## src/hdl/vau_pkg.sv

```systemverilog
package vau_pkg;

    localparam int DATA_WIDTH_DEF    = 32;
    localparam int FRAC_BITS_DEF     = 16;
    localparam int CORDIC_STAGES_DEF = 18;

    localparam int XW          = 42;
    localparam int ZW          = 44;
    localparam int SQ_STEPS    = 32;
    localparam int SHIFT_STEPS = 6;
    localparam int GUARD       = 8;
    localparam int MW          = 40;

    localparam logic signed [ZW-1:0] PI_Q30      = 44'sd3373259426;
    localparam logic signed [ZW-1:0] TWO_PI_Q30  = 44'sd6746518852;
    localparam logic signed [ZW-1:0] HALF_PI_Q30 = 44'sd1686629713;
    localparam logic signed [32:0]   INV_GAIN    = 33'sd652032874;

    localparam logic [3:0] OP_ADD   = 4'd0;
    localparam logic [3:0] OP_SUB   = 4'd1;
    localparam logic [3:0] OP_SCALE = 4'd2;
    localparam logic [3:0] OP_MAG   = 4'd3;
    localparam logic [3:0] OP_NORM  = 4'd4;
    localparam logic [3:0] OP_ANG   = 4'd5;
    localparam logic [3:0] OP_DIST  = 4'd6;
    localparam logic [3:0] OP_DANG  = 4'd7;
    localparam logic [3:0] OP_ROT   = 4'd8;

    typedef struct packed {
        logic               ov;
        logic signed [31:0] val;
    } sat_t;

    typedef struct packed {
        logic                 vec;
        logic [3:0]           op;
        logic signed [XW-1:0] x;
        logic signed [XW-1:0] y;
        logic signed [ZW-1:0] z;
        logic [MW-1:0]        m;
        logic signed [31:0]   rx;
        logic signed [31:0]   ry;
        logic                 ov;
        logic                 zv;
    } cord_t;

    typedef struct packed {
        logic [63:0]        v;
        logic [63:0]        r;
        logic signed [31:0] ax;
        logic signed [31:0] ay;
    } sq_t;

    typedef struct packed {
        logic sx;
        logic sy;
    } div_ctl_t;

    function automatic sat_t sat_fn(input logic signed [79:0] v, input int sw);
        logic signed [79:0] hi;
        logic signed [79:0] lo;
        sat_t               res;
        hi = (80'sd1 <<< (sw - 1)) - 80'sd1;
        lo = -hi - 80'sd1;
        res.ov = 1'b0;
        if (v > hi)
        begin
            res.ov  = 1'b1;
            res.val = 32'(hi);
        end
        else if (v < lo)
        begin
            res.ov  = 1'b1;
            res.val = 32'(lo);
        end
        else
        begin
            res.val = 32'(v);
        end
        return res;
    endfunction

    function automatic logic signed [ZW-1:0] atan_q30(input int i);
        logic signed [ZW-1:0] a;
        case (i)
            0:       a = 44'sd843314857;
            1:       a = 44'sd497837829;
            2:       a = 44'sd263043837;
            3:       a = 44'sd133525159;
            4:       a = 44'sd67021687;
            5:       a = 44'sd33543516;
            6:       a = 44'sd16775851;
            7:       a = 44'sd8388437;
            8:       a = 44'sd4194283;
            9:       a = 44'sd2097149;
            10:      a = 44'sd1048576;
            11:      a = 44'sd524288;
            12:      a = 44'sd262144;
            13:      a = 44'sd131072;
            14:      a = 44'sd65536;
            15:      a = 44'sd32768;
            16:      a = 44'sd16384;
            17:      a = 44'sd8192;
            18:      a = 44'sd4096;
            19:      a = 44'sd2048;
            20:      a = 44'sd1024;
            21:      a = 44'sd512;
            22:      a = 44'sd256;
            23:      a = 44'sd128;
            24:      a = 44'sd64;
            25:      a = 44'sd32;
            26:      a = 44'sd16;
            27:      a = 44'sd8;
            28:      a = 44'sd4;
            29:      a = 44'sd2;
            30:      a = 44'sd1;
            default: a = 44'sd0;
        endcase
        return a;
    endfunction

endpackage

```

## src/hdl/vau_div_cell.sv

```systemverilog
module vau_div_cell #(
    parameter int FRAC_BITS = vau_pkg::FRAC_BITS_DEF,
    parameter int SHIFT     = 0
) (
    input  logic                  clk,
    input  logic                  en,
    input  logic [FRAC_BITS+32:0] remx_in,
    input  logic [FRAC_BITS+32:0] remy_in,
    input  logic [FRAC_BITS:0]    qx_in,
    input  logic [FRAC_BITS:0]    qy_in,
    input  logic [31:0]           d_in,
    input  vau_pkg::div_ctl_t     ctl_in,
    output logic [FRAC_BITS+32:0] remx_out,
    output logic [FRAC_BITS+32:0] remy_out,
    output logic [FRAC_BITS:0]    qx_out,
    output logic [FRAC_BITS:0]    qy_out,
    output logic [31:0]           d_out,
    output vau_pkg::div_ctl_t     ctl_out
);

    localparam int RW = FRAC_BITS + 33;

    logic [RW-1:0]          dsh;
    logic [RW-1:0]          remx_next, remy_next;
    logic [FRAC_BITS:0]     qx_next, qy_next;
    logic [RW-1:0]          remx_reg, remy_reg;
    logic [FRAC_BITS:0]     qx_reg, qy_reg;
    logic [31:0]            d_reg;
    vau_pkg::div_ctl_t      ctl_reg;

    always_comb
    begin
        dsh = RW'(d_in) << SHIFT;
        remx_next = remx_in;
        remy_next = remy_in;
        qx_next = qx_in;
        qy_next = qy_in;
        if (remx_in >= dsh)
        begin
            remx_next = remx_in - dsh;
            qx_next[SHIFT] = 1'b1;
        end
        if (remy_in >= dsh)
        begin
            remy_next = remy_in - dsh;
            qy_next[SHIFT] = 1'b1;
        end
    end

    always_ff @(posedge clk)
    begin
        if (en)
        begin
            remx_reg <= remx_next;
            remy_reg <= remy_next;
            qx_reg   <= qx_next;
            qy_reg   <= qy_next;
            d_reg    <= d_in;
            ctl_reg  <= ctl_in;
        end
    end

    assign remx_out = remx_reg;
    assign remy_out = remy_reg;
    assign qx_out   = qx_reg;
    assign qy_out   = qy_reg;
    assign d_out    = d_reg;
    assign ctl_out  = ctl_reg;

endmodule

```

## config.mk

```make
export PLATFORM = sky130hd
export DESIGN_NAME = vau_div_cell
export DESIGN_NICKNAME = d
export VERILOG_FILES = /design/src/hdl/vau_pkg.sv /design/src/hdl/vau_div_cell.sv
export SDC_FILE = /design/constraint.sdc
export NUM_CORES = 1
export LEC_CHECK = 0
export BUFFER_PORTS_ARGS = -buffer_cell sky130_fd_sc_hd__buf_4
export CORE_MARGIN = 2
export CORE_UTILIZATION = 35
export CTS_CLUSTER_DIAMETER = 200
export DETAILED_ROUTE_END_ITERATION = 6
export HOLD_SLACK_MARGIN = 0.05
export PLACE_DENSITY = 0.69
export SLEW_MARGIN = 40
export SYNTH_ARGS = -nofsm -noshare
export SYNTH_HDL_FRONTEND = slang
export SYNTH_SLANG_ARGS = --single-unit
```

## constraint.sdc

```tcl
create_clock -name clk -period 3.2 [get_ports clk]
set_input_delay 0.64 -clock clk [delete_from_list [all_inputs] [get_ports clk]]
set_output_delay 0.64 -clock clk [all_outputs]
set_load 0.01 [all_outputs]
```

==> flow_summary.ini <==
[grt]
grt_pass1_vias = 10230
use_met3_pct = 3.363
grt_max_degree = 53
grt_first_pass_wirelength_mm = 54.81
grt_use_met2_pct = 37.42
overflow = 0
grtUsageMet1_pct = 29.84
antenna_found_initial = 1
busiest_layer = met2
grtUsageTotal_pct = 22.55

[timing]
fmax_mhz = 326.1
rsz0062_at_grt = false
period_share_pct = 95.83
setup_viol = 0
tightest_slew_ps = 564.2
relSlewSlack_pct = 62.39
fin_ws_ps = 133.5
maxSlewViolCount = 0
hold_violations = 0
period_needed_ps = 3066

[logic_synthesis]
ys_ff_latch = 166
synth_top_area_share_pct = 47.39
synth_edf_count = 166
ys.flop_type = edfxtp_1
synth_nets = 1271
yosysTopAreaCell = edfxtp_1
async_flop_share_pct = 0
syn_area_mm2 = 0.01052
syn_area_per_cell_um2 = 10.14
synth_cells = 1037
yosys_warnings = 0
synth_area_leaders = edfxtp_1 (47%), ha_1 (7.6%), a21oi_1 (6.1%)
synthDistinctLibCells = 72
yosysSeqAreaShare_pct = 47.39

[power_and_ir_drop]
p_comb_share_pct = 31.1
p_leak_nw = 7.000
internal_power_w = 0.004879
sw_frac_of_total_pct = 29.72
vdd_drop_max_mv = 0.2962
p_clk_share_pct = 28.9
power.total_w = 0.006942
switchingPower_w = 0.002063
power_density_mw_per_mm2 = 438.5
seqPwrFrac_pct = 40.0

[placement]
place_hpwl_mm = 29.33
place.port_buffers = 333
place_ws_ps = -333.3
gpl.final_weighted_congestion = 0.9338
dp_cells = 1959

[flow_run]
max-cap-violations = 0

[final_layout]
num-fill-cells = 2709
final_cells = 1991
final-seq-area_mm2 = 0.004985
drive_gt1_share_pct = 39.75
multi_input_area_mm2 = 0.005219
mostFrequentLayoutCell = buf_4
syn_to_final_growth_pct = 50.48
nets = 1822
mostFrequentLayoutCells = buf_4 (571), edfxtp_1 (166), a21oi_1 (128)

[drt]
dr.pass1.iters = 5
drc = 0
ant_nets = 0
vias = 10170
routed_wirelength_mm = 35.84
viasPerCell = 5.109
post_drt_wl_per_cell_um = 18.00
drt_first_iter_violations = 736

[worst_setup_path]
crit_fanout = 3
start_kind = primary input
critPathKind = in2reg
worstPathRequired_ps = 3380
end_kind = flop
worstPathArrival_ps = 3250

[clock_network]
cts_made_buffers = 17
htree_levels = 4
path_clk_slew_ps = 70
cts_tree = yes
clk_path_buf_depth = 2
clockRootBuffer = clkbuf_16
clock-sinks = 166

[floorplanning]
start_util_pct = 35.49
rows = 63
die_h_um = 177.4
dieArea_mm2 = 0.03146
die-width_um = 177.4
core-area_mm2 = 0.02964
io_pins = 334

[run_status]
status = finished clean

[min_path]
min_path_type = in2reg
min-delay-start = qy_in[7]
min_delay_path_depth = 1
whs_endpoint = qy_out[7]
-- Yosys cell counts (7+ instances only) --
| cell | count |
|---|---|
| a21o_1 | 24 |
| a21oi_1 | 129 |
| a31oi_1 | 14 |
| buf_2 | 11 |
| clkbuf_1 | 31 |
| edfxtp_1 | 166 |
| ha_1 | 64 |
| inv_1 | 50 |
| nand2_1 | 78 |
| nand2b_1 | 12 |
| nand3_1 | 19 |
| nand4_1 | 23 |
| nor2_1 | 96 |
| nor3_1 | 21 |
| nor4_1 | 10 |
| o211ai_1 | 10 |
| o21a_1 | 11 |
| o21ai_0 | 39 |
| o21bai_1 | 12 |
| or3_1 | 13 |
| or4_1 | 7 |
| xnor2_1 | 50 |
| xor2_1 | 41 |
-- state kept, by name, summed over array words and instances (netlist names) --
| signal | flops |
|---|---|
| d_out | 32 |
| ctl_out | 2 |
| qy_out | 17 |
| qx_out | 17 |
| remy_out | 49 |
| remx_out | 49 |
-- power by group through the flow --
| stage | sequential (W) | combinational, W | clock [W] |
|---|---|---|---|
| 5_1_grt | 0.00280 | 0.00234 | 0.00214 |
| 6_report | 0.00278 | 0.00216 | 0.00200 |
| 4_1_cts | 0.00278 | 0.00215 | 0.00205 |
| 3_5_place_dp | 0.00283 | 0.00214 | 0 |
| 2_1_floorplan | 0.00295 | 0.000808 | 0 |
| 3_3_place_gp | 0.00282 | 0.00212 | 0 |
-- worst max path at each step --
stage / startpoint / to / slack [ps] / depth (start not counted)
after floorplan: remx_in[0] / remx_out[36] / -10 / 11
after global placement: remx_in[0] / remx_out[24] / -300 / 13
after detailed placement: remx_in[0] / remx_out[24] / -330 / 13
after CTS: remx_in[0] / remx_out[24] / 140 / 13
after global routing: d_in[0] / remy_out[44] / 7 / 12
final: d_in[0] / remy_out[46] / 130 / 12
-- worst max-delay path, stage by stage --
cell       delay (ps)
buf_4             120
buf_4             130
ha_1              190
fa_1              410
nor2b_1           200
o2111ai_1         180
a21oi_1           270
o31a_1            240
a21oi_1           110
a2111oi_1         490
nor4b_2           100
xor2_1            150
-- through the flow --
stage                     hold WS (ps)  utilization, %  TNS [ps]  cell area [µm²]
after CTS                        348.4           53.27         0            15790
final                            375.4           53.41         0            15830
after detailed placement         819.3           51.42    -15120            15240
after global placement           818.4           51.42    -10410            15240
after global routing             350.2           53.41         0            15830
after floorplan                  738.9               -    -14.78            10540
-- layout make-up --
class | instances | share of cell area, %
antenna | 1 | 0.01581
clock buffer | 17 | 2.688
clock inverter | 14 | 0.7825
inverter | 50 | 1.186
multi-input combinational | 776 | 32.97
sequential | 166 | 31.49
tap | 390 | 3.083
timing repair buffer | 577 | 27.78
-- layer usage --
layer / wire length (µm) / share of wire [%]
met2: 17260 / 48
met4: 741 / 2.1
met5: 0 / 0
met3: 1997 / 5.6
met1: 15850 / 44
-- cell families (layout without fill, tap and decap cells) --
kind of cell	after synthesis	in the layout	synth area share, %
compound gates	294	294	17.49
buf+inv	95	658	3.557
xor+xnor	91	91	7.577
flops	166	166	47.39
fa+ha+maj	66	66	7.993
other cells	0	1	0
mux	6	6	0.6423
simple gates	319	319	15.36
-- timing repair --
action	CTS	global route
hold buffers	0	0
endpoints found under the setup margin	0	7
resized for setup	0	10
buffers inserted	0	0
hold endpoints to repair	0	0
No activity file was read; power rests on OpenSTA's default activity.
