File: src/hdl/vau_pkg.sv
package vau_pkg;

    localparam int DATA_WIDTH_DEF    = 32;
    localparam int FRAC_BITS_DEF     = 16;
    localparam int CORDIC_STAGES_DEF = 18;

    localparam int XW          = 42;
    localparam int ZW          = 44;
    localparam int SQ_STEPS    = 32;
    localparam int SHIFT_STEPS = 6;
    localparam int GUARD       = 8;
    localparam int MW          = 40;

    localparam logic signed [ZW-1:0] PI_Q30      = 44'sd3373259426;
    localparam logic signed [ZW-1:0] TWO_PI_Q30  = 44'sd6746518852;
    localparam logic signed [ZW-1:0] HALF_PI_Q30 = 44'sd1686629713;
    localparam logic signed [32:0]   INV_GAIN    = 33'sd652032874;

    localparam logic [3:0] OP_ADD   = 4'd0;
    localparam logic [3:0] OP_SUB   = 4'd1;
    localparam logic [3:0] OP_SCALE = 4'd2;
    localparam logic [3:0] OP_MAG   = 4'd3;
    localparam logic [3:0] OP_NORM  = 4'd4;
    localparam logic [3:0] OP_ANG   = 4'd5;
    localparam logic [3:0] OP_DIST  = 4'd6;
    localparam logic [3:0] OP_DANG  = 4'd7;
    localparam logic [3:0] OP_ROT   = 4'd8;

    typedef struct packed {
        logic               ov;
        logic signed [31:0] val;
    } sat_t;

    typedef struct packed {
        logic                 vec;
        logic [3:0]           op;
        logic signed [XW-1:0] x;
        logic signed [XW-1:0] y;
        logic signed [ZW-1:0] z;
        logic [MW-1:0]        m;
        logic signed [31:0]   rx;
        logic signed [31:0]   ry;
        logic                 ov;
        logic                 zv;
    } cord_t;

    typedef struct packed {
        logic [63:0]        v;
        logic [63:0]        r;
        logic signed [31:0] ax;
        logic signed [31:0] ay;
    } sq_t;

    typedef struct packed {
        logic sx;
        logic sy;
    } div_ctl_t;

    function automatic sat_t sat_fn(input logic signed [79:0] v, input int sw);
        logic signed [79:0] hi;
        logic signed [79:0] lo;
        sat_t               res;
        hi = (80'sd1 <<< (sw - 1)) - 80'sd1;
        lo = -hi - 80'sd1;
        res.ov = 1'b0;
        if (v > hi)
        begin
            res.ov  = 1'b1;
            res.val = 32'(hi);
        end
        else if (v < lo)
        begin
            res.ov  = 1'b1;
            res.val = 32'(lo);
        end
        else
        begin
            res.val = 32'(v);
        end
        return res;
    endfunction

    function automatic logic signed [ZW-1:0] atan_q30(input int i);
        logic signed [ZW-1:0] a;
        case (i)
            0:       a = 44'sd843314857;
            1:       a = 44'sd497837829;
            2:       a = 44'sd263043837;
            3:       a = 44'sd133525159;
            4:       a = 44'sd67021687;
            5:       a = 44'sd33543516;
            6:       a = 44'sd16775851;
            7:       a = 44'sd8388437;
            8:       a = 44'sd4194283;
            9:       a = 44'sd2097149;
            10:      a = 44'sd1048576;
            11:      a = 44'sd524288;
            12:      a = 44'sd262144;
            13:      a = 44'sd131072;
            14:      a = 44'sd65536;
            15:      a = 44'sd32768;
            16:      a = 44'sd16384;
            17:      a = 44'sd8192;
            18:      a = 44'sd4096;
            19:      a = 44'sd2048;
            20:      a = 44'sd1024;
            21:      a = 44'sd512;
            22:      a = 44'sd256;
            23:      a = 44'sd128;
            24:      a = 44'sd64;
            25:      a = 44'sd32;
            26:      a = 44'sd16;
            27:      a = 44'sd8;
            28:      a = 44'sd4;
            29:      a = 44'sd2;
            30:      a = 44'sd1;
            default: a = 44'sd0;
        endcase
        return a;
    endfunction

endpackage

File: src/hdl/vau_sqrt_cell.sv
module vau_sqrt_cell #(
    parameter int STEP = 0
) (
    input  logic         clk,
    input  logic         en,
    input  vau_pkg::sq_t d_in,
    output vau_pkg::sq_t d_out
);

    localparam logic [63:0] BIT = 64'd1 << (62 - 2 * STEP);

    logic [63:0]  t;
    vau_pkg::sq_t d_next;
    vau_pkg::sq_t d_reg;

    always_comb
    begin
        t = d_in.r + BIT;
        d_next = d_in;
        if (d_in.v >= t)
        begin
            d_next.v = d_in.v - t;
            d_next.r = (d_in.r >> 1) + BIT;
        end
        else
        begin
            d_next.r = d_in.r >> 1;
        end
    end

    always_ff @(posedge clk)
    begin
        if (en)
            d_reg <= d_next;
    end

    assign d_out = d_reg;

endmodule

File: config.mk
export PLATFORM = sky130hd
export DESIGN_NAME = vau_sqrt_cell
export DESIGN_NICKNAME = d
export VERILOG_FILES = /design/src/hdl/vau_pkg.sv /design/src/hdl/vau_sqrt_cell.sv
export SDC_FILE = /design/constraint.sdc
export NUM_CORES = 1
export LEC_CHECK = 0
export ABC_AREA = 1
export BUFFER_PORTS_ARGS = -buffer_cell sky130_fd_sc_hd__clkbuf_2
export CAP_MARGIN = 10
export CORE_MARGIN = 2
export CORE_UTILIZATION = 40
export CTS_BUF_LIST = sky130_fd_sc_hd__clkbuf_16
export DETAILED_ROUTE_END_ITERATION = 8
export GPL_ROUTABILITY_DRIVEN = 0
export GPL_TIMING_DRIVEN = 0
export PLACE_DENSITY_LB_ADDON = 0.12
export SETUP_SLACK_MARGIN = 0.3
export SLEW_MARGIN = 20
export SYNTH_ARGS = -nofsm -noshare
export SYNTH_HDL_FRONTEND = slang
export SYNTH_SLANG_ARGS = --single-unit
File: constraint.sdc
create_clock -name clk -period 4.7 [get_ports clk]
set_clock_uncertainty 0.05 [all_clocks]
set_input_delay 0.94 -clock clk [delete_from_list [all_inputs] [get_ports clk]]
set_output_delay 0.94 -clock clk [all_outputs]
set_load 0.02 [all_outputs]
==> summary.txt, run 1 <==
Run status
  – Outcome: completed

Clock tree
  – CTS resizes: 0
  – TritonCTS Buffers: 17
  – Clk slew on worst S/H paths: 70 ps
  – Hold-fix buffer count after cts: 0
  – CTS tree: built
  – Root buf cell: clkbuf_16
  – Clock buffer depth: 2
  – Setup bufs post-CTS: 0
  – Clk sinks: 192
  – H-tree levels: 4

Power and ir drop
  – Power per standard cell area: 326 nW/um^2
  – Leak: 9.06 nW
  – VDD IR-drop max: between 0.0002 and 0.00025 V

Logic synthesis
  – Syn nets: about 2000
  – Yosys warning total: 0
  – Synth cell count leaders: 762 x nand2_1, 401 x inv_1, 192 x edfxtp_1
  – Number of synthesized flops with an enable pin: 192
  – Share of the synthesized area in the top cell type: 0.448
  – Synth area leader: edfxtp_1
  – Cell with the most instances after synthesis: nand2_1
  – Average size of a mapped cell: 7.25 um^2
  – Synth cell types: 29
  – Top cells by area, synth: edfxtp_1 45%, nand2_1 22%, inv_1 12%
  – Top_reg_cell synth: edfxtp_1
  – Mapped Cells: 1776
  – Post-synthesis register bit count: 192
  – Post-synth ARST share: 0
  – Sequential area share after synthesis: 0.448
  – Synthesized area: 12900 um^2

Detailed routing
  – Residual DRC: 0
  – Initial DRT Pass Iterations: 5
  – Initial drt markers: slightly above 1000
  – DR vias: between 10000 and 15000
  – Antenna Nets Post-Route: 0
  – DR WL/cell: 16.2 um
  – Total Wirelength: 42100 um
  – Routed vias/inst: ~4.7

Timing
  – Worst slew pin tran: 508 ps
  – RSZ-0062 raised after global routing: no
  – Setup TNS: 0 ps
  – Hold Fails Final Rpt: 0
  – WHS: 601 ps
  – Final Slew Violations: 0
  – Slew headroom: 0.659
  – Setup violators final: 0
  – Final min period: 3080 ps
  – Final Cycle Share: 0.656
  – Max Freq: ~0.32 GHz

Floorplan
  – Die height: 183 um
  – FP Rows: 65
  – Die area: 33700 um^2
  – Die width: roughly 180 um
  – Core area: roughly 32000 um^2
  – Boundary pin count: 386
  – Starting Density: 0.407

Setup path
  – CP arrival: 3360 ps
  – Crit. End Element: flop
  – Critical Path RT: 4980 ps
  – CP Max Fanout: 10
  – Type of origin of the critical path: primary input
  – Worst Setup Path Type: in -> reg

Final layout
  – Max FFs per register: 192
  – Non-filler cells, final: 2595
  – Ratio of cells with drive above 1 in the final layout: 0.212
  – Layout area overhead: 23.8%
  – # fillers: around 3200
  – Layout Nets: 2441
  – Antenna Cells: 0

Min path
  – WHS Path Cells: 1
  – Worst Hold Class: in -> reg

Placed design
  – Placed cell count: between 2000 and 3000
  – DP HPWL: 35100 um
  – I/O Buffers: 385

Global route
  – GRT overflow: 0
  – Initial antenna violation count: 0
  – Pin count of the biggest net entering global routing: 76
  – Vias in the first global route: about 11000
  – Overall Global Routing Usage: 0.250
  – Global-route wire length before repair: between 60000 and 70000 um

Job
  – Max-cap check violation count: 0
-- per-layer routing --
metal	vias to the layer above	GRT usage	wire length, um
li1	6231	-	-
met1	5494	0.330	18500
met3	62	0.0628	3600
met4	0	0.0749	980
met2	489	0.405	19000
met5	-	0	0
-- final timing paths --
| check | slack, ps | endpoint | start |
|---|---|---|---|
| max | 1620 | d_out[180] | d_in[128] |
| min | 600 | d_out[25] | d_in[25] |
-- critical path: stages --
cell and delay (ps):
clkbuf_2 80, inv_1 40, ha_1 200, fa_1 420
inv_1 110, nand3_1 120, nand2_4 130, nand2_2 50
nand2_2 130, nand2_1 80, nand2_2 110, nand2_2 70
nand3_2 80, nand2_2 70, nand2_4 90, buf_2 270
nand3_1 240, nand2_1 110
-- per-stage QoR --
stage,utilization,setup slack (ps),total power [mW],instance area (um^2)
after CTS,0.504,1670,5.24,16000
after detailed placement,0.486,1190,3.75,15400
after global routing,0.504,1520,5.47,16000
after global placement,0.484,-282,3.74,15300
after floorplan,-,1740,3.15,12900
final,0.504,1620,5.20,16000
-- power by group --
group	switching [mW]	total (mW)	internal [mW]
clock	0.691	1.48	0.791
combinational	1.08	1.56	0.487
sequential	0.0480	2.16	2.11
total	1.82	5.20	3.39
-- final cells by class --
| cell class | instances | area [um^2] | share of cell area |
|---|---|---|---|
| Clock buffer | 17 | 425 | 0.0267 |
| Buffer | 13 | 101 | 0.00635 |
| Inverter | 407 | 1530 | 0.0959 |
| Tap cell | 402 | 503 | 0.0315 |
| Sequential cell | 192 | 5770 | 0.361 |
| Clock inverter | 13 | 151 | 0.00949 |
| Timing Repair Buffer | 387 | 1990 | 0.125 |
| Multi-Input combinational cell | 1164 | 5480 | 0.344 |
-- cells by family (layout without fill, tap and decap cells) --
logic type / Yosys count / after routing / synth area share
fa+ha+maj: 65 / 65 / 0.0637
buf+inv: 420 / 837 / 0.127
compound gates: 52 / 52 / 0.0205
flops: 192 / 192 / 0.448
simple gates: 1015 / 1015 / 0.320
xor+xnor: 32 / 32 / 0.0218
-- placed cells by master (no fill, tap or decap), drive strengths merged --
master    synthesis  layout
nand4            20      20
buf              13      15
clkbuf            0     402
bufinv            0       2
xnor2             2       2
nand3            90      90
nor3             10      10
clkinvlp          0       1
ha               64      64
nor2            119     119
inv             407     414
and2              2       2
edfxtp          192     192
a21oi            44      44
fa                1       1
o21ai             8       8
and3              1       1
clkinv            0       3
nand2           770     770
nor4              3       3
xor2             30      30
(Power assumes the default switching activity.)
==> inputs of run 2 (changes only) <==
- clock period: 4.7 -> 2.7 ns (I/O delays scaled with it)
==> run 2 against run 1 <==
Compared with the run above:
- routed wire length is 1.5% higher
- worst hold slack got worse by 390 ps
- sequential share of layout area is 1.9 points lower
- count of clock-buffer cells in the layout unchanged
- non-clock buffer count increased by 14
- total power rose by 78%
- die area did not move
- critical path type unchanged
- highest routed layer unchanged
==> summary.txt, run 2 (same netlist as run 1, synthesis figures left out) <==
Detailed routing
  – Initial DRT Pass Iterations: 7 (+2)
  – Total Wirelength: 42700 um (+1.5%)
  – Routed vias/inst: 4.78 (+0.95%)
  – Antenna Nets Post-Route: 0 (unchanged)
  – Metal-1 WL: 18100 um (-2.4%)
  – DR vias: 12500 (+1.6%)
  – Residual DRC: 0 (unchanged)
  – Initial drt markers: 908 (-12%)
  – DR WL/cell: 16.4 um (+0.83%)
  – WL met2: 19200 um (+0.89%)
  – Top routing layer used: met4
  – DR WL met3: 4030 um (+12%)

Final layout
  – Antenna Cells: 0 (unchanged)
  – Max FFs per register: 192 (unchanged)
  – # fillers: 3108 (-2.6%)
  – Most common cell after layout, fill and taps aside: nand2_1
  – Ratio of cells with drive above 1 in the final layout: 0.270 (+0.0578)
  – Multi-input logic area: 6140 um^2 (+12%)
  – Layout Nets: 2455 (+0.57%)
  – Register area: 5770 um^2 (unchanged)
  – Most frequent cells in the layout: 724 x nand2_1, 398 x inv_1, 383 x clkbuf_2
  – Layout area overhead: 30.6%

Floorplan
  – Boundary pin count: 386 (unchanged)
  – Starting Density: 0.407 (unchanged)
  – FP Rows: 65 (unchanged)
  – Die area: 33700 um^2 (unchanged)
  – Die width: 183 um (unchanged)
  – Die height: 183 um (unchanged)
  – Core area: 31600 um^2 (unchanged)

Global route
  – Pin count of the biggest net entering global routing: 99 (+30%)
  – Vias in the first global route: 11900 (+3.1%)
  – Overall Global Routing Usage: 0.249 (-0.000771)
  – Initial antenna violation count: 0 (unchanged)
  – Global-route wire length before repair: 63100 um (+0.58%)
  – GRT overflow: 0 (unchanged)

Timing
  – Final Slew Violations: 0 (unchanged)
  – RSZ-0062 raised after global routing: yes
  – Hold Fails Final Rpt: 0 (unchanged)
  – Max Freq: 0.424 GHz
  – Worst slew pin tran: 514 ps (+6.16 ps)
  – Final Cycle Share: 0.873
  – Setup TNS: 0 ps (unchanged)
  – Slew headroom: 0.657 (-0.00150)
  – Final min period: between 2000 and 2500 ps
  – Setup violators final: 0 (unchanged)
  – WHS: 210 ps (-391 ps)

Setup path
  – Crit. End Element: flop
  – CP Max Fanout: 10 (unchanged)
  – Critical Path RT: 2850 ps (-2130 ps)
  – Worst Setup Path Type: in -> reg
  – CP arrival: 2510 ps (-850 ps)
  – Type of origin of the critical path: primary input

Min path
  – WHS Path Cells: 1 (unchanged)
  – Worst Hold Class: in -> reg

Clock tree
  – H-tree levels: 4 (unchanged)
  – Clk sinks: 192 (unchanged)
  – Clk slew on worst S/H paths: 70 ps (about the same)
  – Root buf cell: clkbuf_16
  – Hold-fix buffer count after cts: 0 (unchanged)
  – TritonCTS Buffers: 17 (unchanged)
  – Clock buffer depth: 2 (unchanged)
  – CTS tree: built

Power and ir drop
  – Power per standard cell area: 551 nW/um^2 (+69%)
  – VDD IR-drop max: 0.000410 V (+71%)
  – Leak: 9.18 nW (+1.4%)

Job
  – Max-cap check violation count: 0 (unchanged)

Run status
  – Outcome: completed

Placed design
  – I/O Buffers: 385 (unchanged)
  – DP HPWL: 34800 um (-0.83%)
## run 2: cell types whose count changed in the layout (fill, tap and decap cells not counted), sizes merged
| cell | previous run | this run |
|---|---|---|
| clkbuf | 402 | 401 |
| bufinv | 2 | 1 |
| buf | 15 | 29 |
| bufbuf | 0 | 1 |
| clkinv | 3 | 4 |
| clkinvlp | 1 | 2 |
| inv | 414 | 415 |
## run 2: worst paths after layout
kind	start	endpoint	slack, ps
max	d_in[125]	d_out[154]	340
min	d_in[62]	d_out[62]	210
## run 2: what timing repair did
| item | CTS | global route |
|---|---|---|
| endpoints found under the hold margin | 0 | 0 |
| endpoints found under the setup margin | 64 | 66 |
| gates resized for setup | 35 | 107 |
| cloned | 1 | 0 |
| setup buffers | 8 | 5 |
| pin swaps | 4 | 12 |
## run 2: cell type report
class | count | share of cell area
clock inverters | 15 | 0.00804
plain buffers | 13 | 0.00938
clock buffers | 17 | 0.0253
well taps | 402 | 0.0299
flip-flops and latches | 192 | 0.343
repair buffers | 401 | 0.127
multi-input cells | 1164 | 0.365
inverters | 407 | 0.0919
## run 2: per-stage QoR
step / setup WS [ps] / cells / total power [mW] / utilization / cell area (um^2)
after floorplan: 271 / 1776 / 5.52 / - / 12900
after CTS: 301 / 2606 / 9.17 / 0.515 / 16300
after global routing: 247 / 2611 / 9.74 / 0.532 / 16800
final: 342 / 2611 / 9.26 / 0.532 / 16800
after global placement: -1860 / 2563 / 6.54 / 0.486 / 15400
after detailed placement: -414 / 2565 / 6.55 / 0.488 / 15400
## run 2: where the power goes
part	internal [mW]	switching, mW
Sequential	3.67	0.0851
Combinational	1.03	1.97
Clock	1.29	1.22
Total	5.99	3.27
## run 2: layer usage
metal  global-route usage  vias up
li1                     -     6256
met1                0.326     5622
met2                0.398      518
met3               0.0606       73
met4               0.0960        0
met5                    0        -
## run 2: worst max-delay path, cell delays in order
cell and delay [ps]:
clkbuf_2 100, inv_1 40, ha_1 380, a21oi_2 250
o21ai_1 140, a21oi_2 150, nand2_1 90, nor2_2 150
nand2_4 100, buf_12 150, buf_12 120, buf_8 120
nand2_1 80, nand2_1 70
