## src/hdl/vau_pkg.sv

```systemverilog
package vau_pkg;

    localparam int DATA_WIDTH_DEF    = 32;
    localparam int FRAC_BITS_DEF     = 16;
    localparam int CORDIC_STAGES_DEF = 18;

    localparam int XW          = 42;
    localparam int ZW          = 44;
    localparam int SQ_STEPS    = 32;
    localparam int SHIFT_STEPS = 6;
    localparam int GUARD       = 8;
    localparam int MW          = 40;

    localparam logic signed [ZW-1:0] PI_Q30      = 44'sd3373259426;
    localparam logic signed [ZW-1:0] TWO_PI_Q30  = 44'sd6746518852;
    localparam logic signed [ZW-1:0] HALF_PI_Q30 = 44'sd1686629713;
    localparam logic signed [32:0]   INV_GAIN    = 33'sd652032874;

    localparam logic [3:0] OP_ADD   = 4'd0;
    localparam logic [3:0] OP_SUB   = 4'd1;
    localparam logic [3:0] OP_SCALE = 4'd2;
    localparam logic [3:0] OP_MAG   = 4'd3;
    localparam logic [3:0] OP_NORM  = 4'd4;
    localparam logic [3:0] OP_ANG   = 4'd5;
    localparam logic [3:0] OP_DIST  = 4'd6;
    localparam logic [3:0] OP_DANG  = 4'd7;
    localparam logic [3:0] OP_ROT   = 4'd8;

    typedef struct packed {
        logic               ov;
        logic signed [31:0] val;
    } sat_t;

    typedef struct packed {
        logic                 vec;
        logic [3:0]           op;
        logic signed [XW-1:0] x;
        logic signed [XW-1:0] y;
        logic signed [ZW-1:0] z;
        logic [MW-1:0]        m;
        logic signed [31:0]   rx;
        logic signed [31:0]   ry;
        logic                 ov;
        logic                 zv;
    } cord_t;

    typedef struct packed {
        logic [63:0]        v;
        logic [63:0]        r;
        logic signed [31:0] ax;
        logic signed [31:0] ay;
    } sq_t;

    typedef struct packed {
        logic sx;
        logic sy;
    } div_ctl_t;

    function automatic sat_t sat_fn(input logic signed [79:0] v, input int sw);
        logic signed [79:0] hi;
        logic signed [79:0] lo;
        sat_t               res;
        hi = (80'sd1 <<< (sw - 1)) - 80'sd1;
        lo = -hi - 80'sd1;
        res.ov = 1'b0;
        if (v > hi)
        begin
            res.ov  = 1'b1;
            res.val = 32'(hi);
        end
        else if (v < lo)
        begin
            res.ov  = 1'b1;
            res.val = 32'(lo);
        end
        else
        begin
            res.val = 32'(v);
        end
        return res;
    endfunction

    function automatic logic signed [ZW-1:0] atan_q30(input int i);
        logic signed [ZW-1:0] a;
        case (i)
            0:       a = 44'sd843314857;
            1:       a = 44'sd497837829;
            2:       a = 44'sd263043837;
            3:       a = 44'sd133525159;
            4:       a = 44'sd67021687;
            5:       a = 44'sd33543516;
            6:       a = 44'sd16775851;
            7:       a = 44'sd8388437;
            8:       a = 44'sd4194283;
            9:       a = 44'sd2097149;
            10:      a = 44'sd1048576;
            11:      a = 44'sd524288;
            12:      a = 44'sd262144;
            13:      a = 44'sd131072;
            14:      a = 44'sd65536;
            15:      a = 44'sd32768;
            16:      a = 44'sd16384;
            17:      a = 44'sd8192;
            18:      a = 44'sd4096;
            19:      a = 44'sd2048;
            20:      a = 44'sd1024;
            21:      a = 44'sd512;
            22:      a = 44'sd256;
            23:      a = 44'sd128;
            24:      a = 44'sd64;
            25:      a = 44'sd32;
            26:      a = 44'sd16;
            27:      a = 44'sd8;
            28:      a = 44'sd4;
            29:      a = 44'sd2;
            30:      a = 44'sd1;
            default: a = 44'sd0;
        endcase
        return a;
    endfunction

endpackage

```

## src/hdl/vau_cordic_cell.sv

```systemverilog
module vau_cordic_cell #(
    parameter int STEP = 0
) (
    input  logic           clk,
    input  logic           en,
    input  vau_pkg::cord_t d_in,
    output vau_pkg::cord_t d_out
);

    localparam logic signed [vau_pkg::ZW-1:0] ANG = vau_pkg::atan_q30(STEP);

    logic signed [vau_pkg::XW-1:0] xs, ys;
    logic                          neg;
    vau_pkg::cord_t                d_next;
    vau_pkg::cord_t                d_reg;

    always_comb
    begin
        xs = d_in.x >>> STEP;
        ys = d_in.y >>> STEP;
        neg = d_in.vec ? (d_in.y > 0) : (d_in.z < 0);
        d_next = d_in;
        if (neg)
        begin
            d_next.x = d_in.x + ys;
            d_next.y = d_in.y - xs;
            d_next.z = d_in.z + ANG;
        end
        else
        begin
            d_next.x = d_in.x - ys;
            d_next.y = d_in.y + xs;
            d_next.z = d_in.z - ANG;
        end
    end

    always_ff @(posedge clk)
    begin
        if (en)
            d_reg <= d_next;
    end

    assign d_out = d_reg;

endmodule

```

## config.mk

```make
export PLATFORM = sky130hd
export DESIGN_NAME = vau_cordic_cell
export DESIGN_NICKNAME = d
export VERILOG_FILES = /design/src/hdl/vau_pkg.sv /design/src/hdl/vau_cordic_cell.sv
export SDC_FILE = /design/constraint.sdc
export NUM_CORES = 1
export LEC_CHECK = 0
export BUFFER_PORTS_ARGS = -buffer_cell sky130_fd_sc_hd__buf_4
export CORE_MARGIN = 8
export CORE_UTILIZATION = 50
export DETAILED_ROUTE_END_ITERATION = 10
export GPL_TIMING_DRIVEN = 0
export PLACE_DENSITY = 0.83
export SETUP_SLACK_MARGIN = 0.15
export SKIP_LAST_GASP = 1
export SYNTH_ARGS = -nofsm -noshare
export SYNTH_HDL_FRONTEND = slang
export SYNTH_SLANG_ARGS = --single-unit
```

## constraint.sdc

```tcl
create_clock -name clk -period 6.87 [get_ports clk]
set_input_delay 0.687 -clock clk [delete_from_list [all_inputs] [get_ports clk]]
set_output_delay 0.687 -clock clk [all_outputs]
set_load 0.01 [all_outputs]
```

==> results of run 1 <==
==> critical path, delay by kind of cell <==
family	cells	cell delay [ps]
xor+xnor	1	150
compound gates	8	2120
simple gates	5	1500
buf+inv	3	1000
mux	1	430
fa+ha+maj	1	530
==> logic make-up (layout without fill, tap and decap cells) <==
kind of cell	Yosys count	in the layout
buffers and inverters	210	736
multiplexers	26	26
AND/OR/NAND/NOR	417	417
other	0	2
XOR/XNOR	123	123
adder cells (fa/ha/maj)	169	169
AO/OA/AOI/OAI	538	538
flip-flops	238	238
==> worst min-delay path by stage <==
stage / startpoint / endpoint / cells past startpoint
floorplan: d_in[0] / d_out[0] / 0
global placement: d_in[24] / d_out[24] / 1
detailed placement: d_in[14] / d_out[14] / 1
CTS: d_in[14] / d_out[14] / 1
global route: d_in[14] / d_out[14] / 1
finish: d_in[23] / d_out[23] / 1
==> layout make-up <==
| class | instances | area [µm²] |
|---|---|---|
| antenna | 2 | 5.00 |
| buffer | 72 | 299 |
| clock buffer | 27 | 633 |
| clock inverter | 18 | 128 |
| fill | 2699 | 11500 |
| inverter | 138 | 518 |
| multi-input combinational | 1273 | 8890 |
| sequential | 238 | 7150 |
| tap | 448 | 561 |
| timing repair buffer | 481 | 3650 |
==> power by group through the flow <==
stage | sequential (mW) | clock [mW] | combinational (mW)
4_1_cts | 1.93 | 1.31 | 1.71
3_5_place_dp | 1.95 | 0 | 1.69
6_report | 1.93 | 1.29 | 1.73
3_3_place_gp | 1.95 | 0 | 1.68
5_1_grt | 1.94 | 1.36 | 1.84
2_1_floorplan | 2.05 | 0 | 0.796
==> per-layer routing <==
metal,vias to the layer above,routed length [µm],track usage
met5,-,28,0
met4,4,3160,0.130
met3,162,6150,0.0704
met2,845,32600,0.554
met1,7601,24700,0.370
li1,7327,-,-
==> cell usage in the layout (no fill, tap or decap), types with 48 or more instances in the layout <==
cell type	netlist	routed
nor2_1	144	144
inv_1	133	133
edfxtp_1	238	238
buf_4	2	480
xnor2_1	97	97
clkbuf_1	47	48
ha_1	165	165
o21ai_0	80	80
a21oi_1	193	193
nand2_1	99	99
==> through the flow <==
step                 util  setup WS, ps  cell area, µm²
finish              0.654           716           21800
global route        0.654           352           21800
CTS                 0.654           497           21800
global placement    0.629         -1110           21000
detailed placement  0.631         -68.6           21100
floorplan               -          1700           16800
==> cell usage after synthesis (5+ instances only) <==
cell type    n  share of area
inv_2        5         0.0011
ha_1       165           0.12
o221ai_1     6         0.0031
a31oi_1     18         0.0067
o21bai_1    33          0.015
and3_1      10         0.0037
inv_1      133          0.030
nand4_1     30          0.011
a221oi_1     8         0.0042
buf_1        8         0.0018
nor4_1      17         0.0063
nand2_1     99          0.022
a21oi_1    193          0.057
nand2b_1    11         0.0041
o21ai_0     80          0.024
nand3_1     25         0.0074
a311oi_1     7         0.0036
or2_1        5         0.0019
a31o_2       6         0.0031
o31ai_1     21         0.0094
a211oi_1    13         0.0058
and2_1       7         0.0026
a21o_1      40          0.018
nor2_1     144          0.032
o21a_1      21         0.0094
a211o_1      5         0.0026
xor2_1      26          0.014
mux2i_1     25          0.015
edfxtp_1   238           0.42
o21ai_1     25         0.0074
or3_1        6         0.0022
clkbuf_1    47          0.010
o211ai_1    11         0.0049
nor2b_1     21         0.0078
nor3_1      27         0.0080
xnor2_1     97          0.050
buf_2       15         0.0045
==> reports/qor_table.md, run 1 <==
| Quantity | Value | Unit |
| --- | --- | --- |
| Post-Synth Adder-Cell Area | 0.127 | - |
| Fraction of layout cells with a size suffix above 1 | 0.252 | - |
| Die Span Y | 200 | µm |
| Peak fanout along the critical path | 25 | - |
| Largest net degree at the start of global routing | 137 | - |
| Destination of the critical timing path | d_out[140] | - |
| Number of global-route vias before repair | 15,890 | - |
| Clock slew at reported path FFs | 60 | ps |
| Warnings, synthesis | 0 | - |
| Worst hold path type | in -> reg | - |
| First DRT Iteration DRCs | 1,356 | - |
| Internal power component | 3.28 | mW |
| Sum of overflow across all layers after global routing | 0 | - |
| Dominant combinational cell family by area after synthesis | compound AO/OA/AOI/OAI gates | - |
| Count of unresolved DRC violations after routing | 0 | - |
| Floorplan die area | 39,800 | µm² |
| Synthesis-to-finish area growth | 29.6 | % |
| Cell with the biggest individual delay on the critical path | nor4_2 | - |
| Post-CTS resize count | 0 | - |
| Std-Cell Rows | 67 | - |
| Post-synth EDFFs | 238 | - |
| Vias after detailed routing | 15,939 | - |
| Mux cell area share after synthesis | 0.0155 | - |
| Post-detailed-route wirelength per cell | 24.7 | µm |
| Max Slew Vio Count | 0 | - |
| Layout Cells excl Fill | 2,697 | - |
| Xor and xnor area share after synthesis | 0.0640 | - |
| Fraction of power spent switching nets | 0.336 | - |
| Proportion of power drawn by combinational gates | 0.349 | - |
| TritonCTS clock tree | yes | - |
| Simple-gate share of the synthesized area | 0.118 | - |
| Final net count | 2,639 | - |
| Number of levels the H-tree was split into | 1 | - |
| Placed insts | 2,650 | - |
| Leak Pwr | 9.55 | nW |
| Total Power | 4.95 | mW |
| Worst hold slack | 300 | ps |
| Sum of negative setup slack | 0 | ps |
| Placer congestion estimate | 1.00 | - |
| Max-cap viol count | 0 | - |
| Post-layout min period | 6150 | ps |
| Worst IR drop on VDD | 245 | µV |
| List of cells traversed by the critical path | buf_4, nor4_2, nand4_1, nor2_1, a41oi_1, mux2_2, clkbuf_1, buf_2, fa_1, nor2b_1, o31ai_1, a2111oi_0, nor3_1, o21ai_1, a21oi_1, o31ai_1, a41o_1, o21ai_1, xnor2_1 | - |
| Startpoint kind of the worst setup timing path | input port | - |
| Clock Sink Count | 238 | - |
| Initial antenna violation count | 4 | - |
| Post-Route WL | 66,700 | µm |
| Share of total power in sequential cells | 0.390 | - |
| Detailed-placement wirelength estimate | 53,200 | µm |
| First-pass GRT wire length | 96,300 | µm |
| Number of flip-flops under the largest register name | 238 | - |
| Number of vias per cell after detailed routing | 5.91 | - |
| Most common flop cell mapped by yosys | edfxtp_1 | - |
| Count of cell types in the netlist | 80 | - |
| Number of routed nets with antenna violations | 0 | - |
| CTS root buffer | clkbuf_16 | - |
| Beginning of the critical path | d_in[184] | - |
| Net count of the mapped netlist | 2,131 | - |
| Number of storage elements in the synthesis netlist | 238 | - |
| Data required, critical path | 7170 | ps |
| Crit path arrival time | 6450 | ps |
| Core Box Area | 33,400 | µm² |
| Post CTS Setup Buffer Count | 0 | - |
| Clock buffer count from CTS | 25 | - |
| Count of hold buffers inserted by post-cts repair | 0 | - |
| Maximum buffer depth of the clock tree | 3 | - |
| Number of instances in the synthesized netlist | 1,721 | - |
| Worst-Margin Slew | 1350 | ps |
| Clock share of power | 0.261 | - |
| Seq/Total Area, Yosys | 0.424 | - |
| Compound-Gate Fraction of Synth Area | 0.203 | - |
| Post-Syn Area per Cell | 9.79 | µm² |
| Die extent in x | 200 | µm |
| Detailed-router iteration count before antenna repair | 6 | - |
| Worst setup EP type | flop | - |
| Tcrit/Tclk final | 0.896 | - |
| Result of the run | complete, no violations | - |
| Fraction of registers with async set/reset | 0 | - |
| Overall global routing resource usage | 0.316 | - |
| Quantity of I/O buffers inserted on ports | 479 | - |
| Category of the most critical setup path | in -> reg | - |
| Cell Area, Synth | 16,800 | µm² |
| Power density over the cells | 227 | nW/µm² |
| Delay of the slowest critical-path stage | 580 | ps |
| Number of top-level pins | 480 | - |
| Top achievable clock speed | 162 | MHz |
| Setup repair after global routing missed its margin | false | - |
| Final setup violation count | 0 | - |
| Final hold violation count | 0 | - |
| Power spent charging and discharging nets | 1.66 | mW |
| Starting density of the core | 0.505 | - |
| Relative slew slack | 0.100 | - |
Note: power is estimated with default switching activity, not from simulation.
==> inputs of run 2 (changes only) <==
--- a/config.mk
+++ b/config.mk
@@ -6,13 +6,17 @@
 export NUM_CORES = 1
 export LEC_CHECK = 0
 export BUFFER_PORTS_ARGS = -buffer_cell sky130_fd_sc_hd__buf_4
+export CELL_PAD_IN_SITES_DETAIL_PLACEMENT = 1
+export CELL_PAD_IN_SITES_GLOBAL_PLACEMENT = 1
 export CORE_MARGIN = 8
-export CORE_UTILIZATION = 50
+export CORE_UTILIZATION = 40
 export DETAILED_ROUTE_END_ITERATION = 10
 export GPL_TIMING_DRIVEN = 0
-export PLACE_DENSITY = 0.83
+export PLACE_DENSITY = 0.87
 export SETUP_SLACK_MARGIN = 0.15
+export SKIP_CTS_REPAIR_TIMING = 1
 export SKIP_LAST_GASP = 1
+export SLEW_MARGIN = 20
 export SYNTH_ARGS = -nofsm -noshare
 export SYNTH_HDL_FRONTEND = slang
 export SYNTH_SLANG_ARGS = --single-unit
==> run 2 against run 1 <==
- core utilization decreased by 12 points
- clock power grew 22%
- via count rose by 2.9%
- die area is 23% higher
- worst hold slack got worse by 14 ps
- critical endpoint is now d_out[146]
==> reports/qor_table.md, run 2 (synthesis gave the netlist of run 1 again) <==
| Quantity | Value | Unit | Change |
| --- | --- | --- | --- |
| CTS root buffer | clkbuf_16 | - |  |
| Number of vias per cell after detailed routing | 5.87 | - | -0.67% |
| Final hold violation count | 0 | - | unchanged |
| Sum of negative setup slack | 0 | ps | unchanged |
| Power density over the cells | 239 | nW/µm² | +5.6% |
| Tcrit/Tclk final | 0.938 | - | +0.0424 |
| Core Box Area | 41,800 | µm² | +25% |
| Worst setup EP type | flop | - |  |
| Final worst slack | 425 | ps | -291 ps |
| Clock share of power | 0.298 | - | +0.037 |
| Post-detailed-route wirelength per cell | 27.2 | µm | +9.9% |
| Fraction of power spent switching nets | 0.334 | - | -0.00276 |
| Max-cap viol count | 0 | - | unchanged |
| Largest net degree at the start of global routing | 84 | - | -39% |
| Number of flip-flops under the largest register name | 238 | - | unchanged |
| List of cells traversed by the critical path | buf_4, nor4_1, nand4_1, nor2_1, a41oi_1, mux2_2, inv_2, clkbuf_2, buf_12, ha_1, nor2b_1, o31ai_1, a311oi_1, nor3_1, o21ai_0, o21ai_1, o21ai_1, a221oi_1, o21ai_1, xor2_1 | - |  |
| Number of levels the H-tree was split into | 1 | - | unchanged |
| Cell with the biggest individual delay on the critical path | nor4_1 | - |  |
| Peak fanout along the critical path | 26 | - | +4.0% |
| Number of top-level pins | 480 | - | unchanged |
| Number of routed nets with antenna violations | 0 | - | unchanged |
| Die Span Y | 221 | µm | +11% |
| Worst hold slack | 286 | ps | -13.9 ps |
| Placer congestion estimate | 0.956 | - | -4.4% |
| Power spent charging and discharging nets | 1.77 | mW | +6.3% |
| Synthesis-to-finish area growth | 31.6 | % |  |
| Number of global-route vias before repair | 17,239 | - | +8.5% |
| Leak Pwr | 9.65 | nW | +1.0% |
| Most frequent cells in the layout | buf_4 (480), edfxtp_1 (238), a21oi_1 (193) | - |  |
| Overall global routing resource usage | 0.293 | - | -0.0230 |
| Most common cell on crit path | o21ai_1 | - |  |
| Quantity of I/O buffers inserted on ports | 479 | - | unchanged |
| Max Slew Vio Count | 0 | - | unchanged |
| Post-layout min period | 6450 | ps | +291 ps |
| Sum of overflow across all layers after global routing | 0 | - | unchanged |
| Die extent in x | 221 | µm | +11% |
| Proportion of power drawn by combinational gates | 0.335 | - | -0.014 |
| Std-Cell Rows | 75 | - | +12% |
| First DRT Iteration DRCs | 1,322 | - | -2.5% |
| Detailed-placement wirelength estimate | 61,600 | µm | +16% |
| Clock buffer count from CTS | 27 | - | +8.0% |
| Internal power component | 3.53 | mW | +7.7% |
| Category of the most critical setup path | in -> reg | - |  |
| Clock slew at reported path FFs | 60 | ps | about the same |
| Share of total power in sequential cells | 0.367 | - | -0.023 |
| Detailed-router iteration count before antenna repair | 5 | - | -1 |
| Startpoint kind of the worst setup timing path | input port | - |  |
| First-pass GRT wire length | 111,000 | µm | +15% |
| Worst IR drop on VDD | 224 | µV | -8.6% |
| Worst-Margin Slew | 1170 | ps | -178 ps |
| Final setup violation count | 0 | - | unchanged |
| Result of the run | complete, no violations | - |  |
| Fraction of layout cells with a size suffix above 1 | 0.253 | - | +0.00110 |
| Placed Instance Area | 21,200 | µm² | +0.67% |
| Crit path arrival time | 6760 | ps | +310 ps |
| Delay of the slowest critical-path stage | 530 | ps | -50 ps |
| Floorplan die area | 48,900 | µm² | +23% |
| Count of unresolved DRC violations after routing | 0 | - | unchanged |
| Setup repair after global routing missed its margin | false | - |  |
| Data required, critical path | 7180 | ps | about the same |
| Total Power | 5.30 | mW | +7.2% |
| Post-Place Setup Slack | -5.35 | ps | +63.3 ps |
| Maximum buffer depth of the clock tree | 3 | - | unchanged |
| Vias after detailed routing | 16,395 | - | +2.9% |
| Non-Filler Cell Area, Final | 22,200 | µm² | +1.5% |
| Worst hold path type | in -> reg | - |  |
| Relative slew slack | 0.219 | - | +0.118 |
| Critical path buffers and inverters | 4 | - | +1 |
| Post-Route WL | 75,900 | µm | +14% |
| Family with the most delay on the worst path | compound AO/OA/AOI/OAI gates | - |  |
| Clock Sink Count | 238 | - | unchanged |
| TritonCTS clock tree | yes | - |  |
| Initial antenna violation count | 3 | - | -1 |
| Top achievable clock speed | 155 | MHz | -4.5% |
| Final net count | 2,642 | - | +0.11% |
| Number of inserted filler cells in the final layout | 4,744 | - | +76% |
| Starting density of the core | 0.403 | - | -0.101 |
| Most common cell after layout, fill and taps aside | buf_4 | - |  |
-- run 2: cell count changes in the layout (fill, tap and decap cells not counted), moves of 2 or more --
| cell | previous run | this run |
|---|---|---|
| clkbuf_16 | 25 | 27 |
| clkinv_2 | 8 | 2 |
| bufinv_16 | 1 | 6 |
| clkinv_4 | 0 | 2 |
-- run 2: final cells by class --
type                    instances  area, µm²  share of cell area
repair buffers                482       3680               0.166
clock inverters                20        274              0.0124
multi-input cells            1273       8880               0.401
diodes                          1       2.50            0.000113
well taps                     539        674              0.0304
plain buffers                  72        299              0.0135
clock buffers                  30        687              0.0310
inverters                     138        518              0.0234
flip-flops and latches        238       7150               0.322
-- run 2: per-layer routing --
layer	global-route usage	wire (µm)	vias up
li1	-	-	7322
met1	0.342	29500	8133
met2	0.521	37800	750
met3	0.0579	5270	186
met4	0.122	3310	4
met5	0	26	-
-- run 2: power by group through the flow --
stage	clock, mW	sequential (mW)	combinational, mW
floorplan	0	2.05	0.796
global placement	0	1.96	1.69
detailed placement	0	1.97	1.74
CTS	1.61	1.95	1.76
global route	1.66	1.96	1.89
finish	1.58	1.95	1.78
-- run 2: per-stage QoR --
step,std cells,util
finish,2793,0.531
global route,2793,0.531
CTS,2792,0.531
detailed placement,2742,0.508
global placement,2739,0.506
floorplan,1721,-
-- run 2: final timing paths --
| check | slack, ps | endpoint | start | depth (start not counted) |
|---|---|---|---|---|
| worst max-delay path | 420 | d_out[146] | d_in[184] | 20 |
| worst min-delay path | 290 | d_out[11] | d_in[11] | 1 |
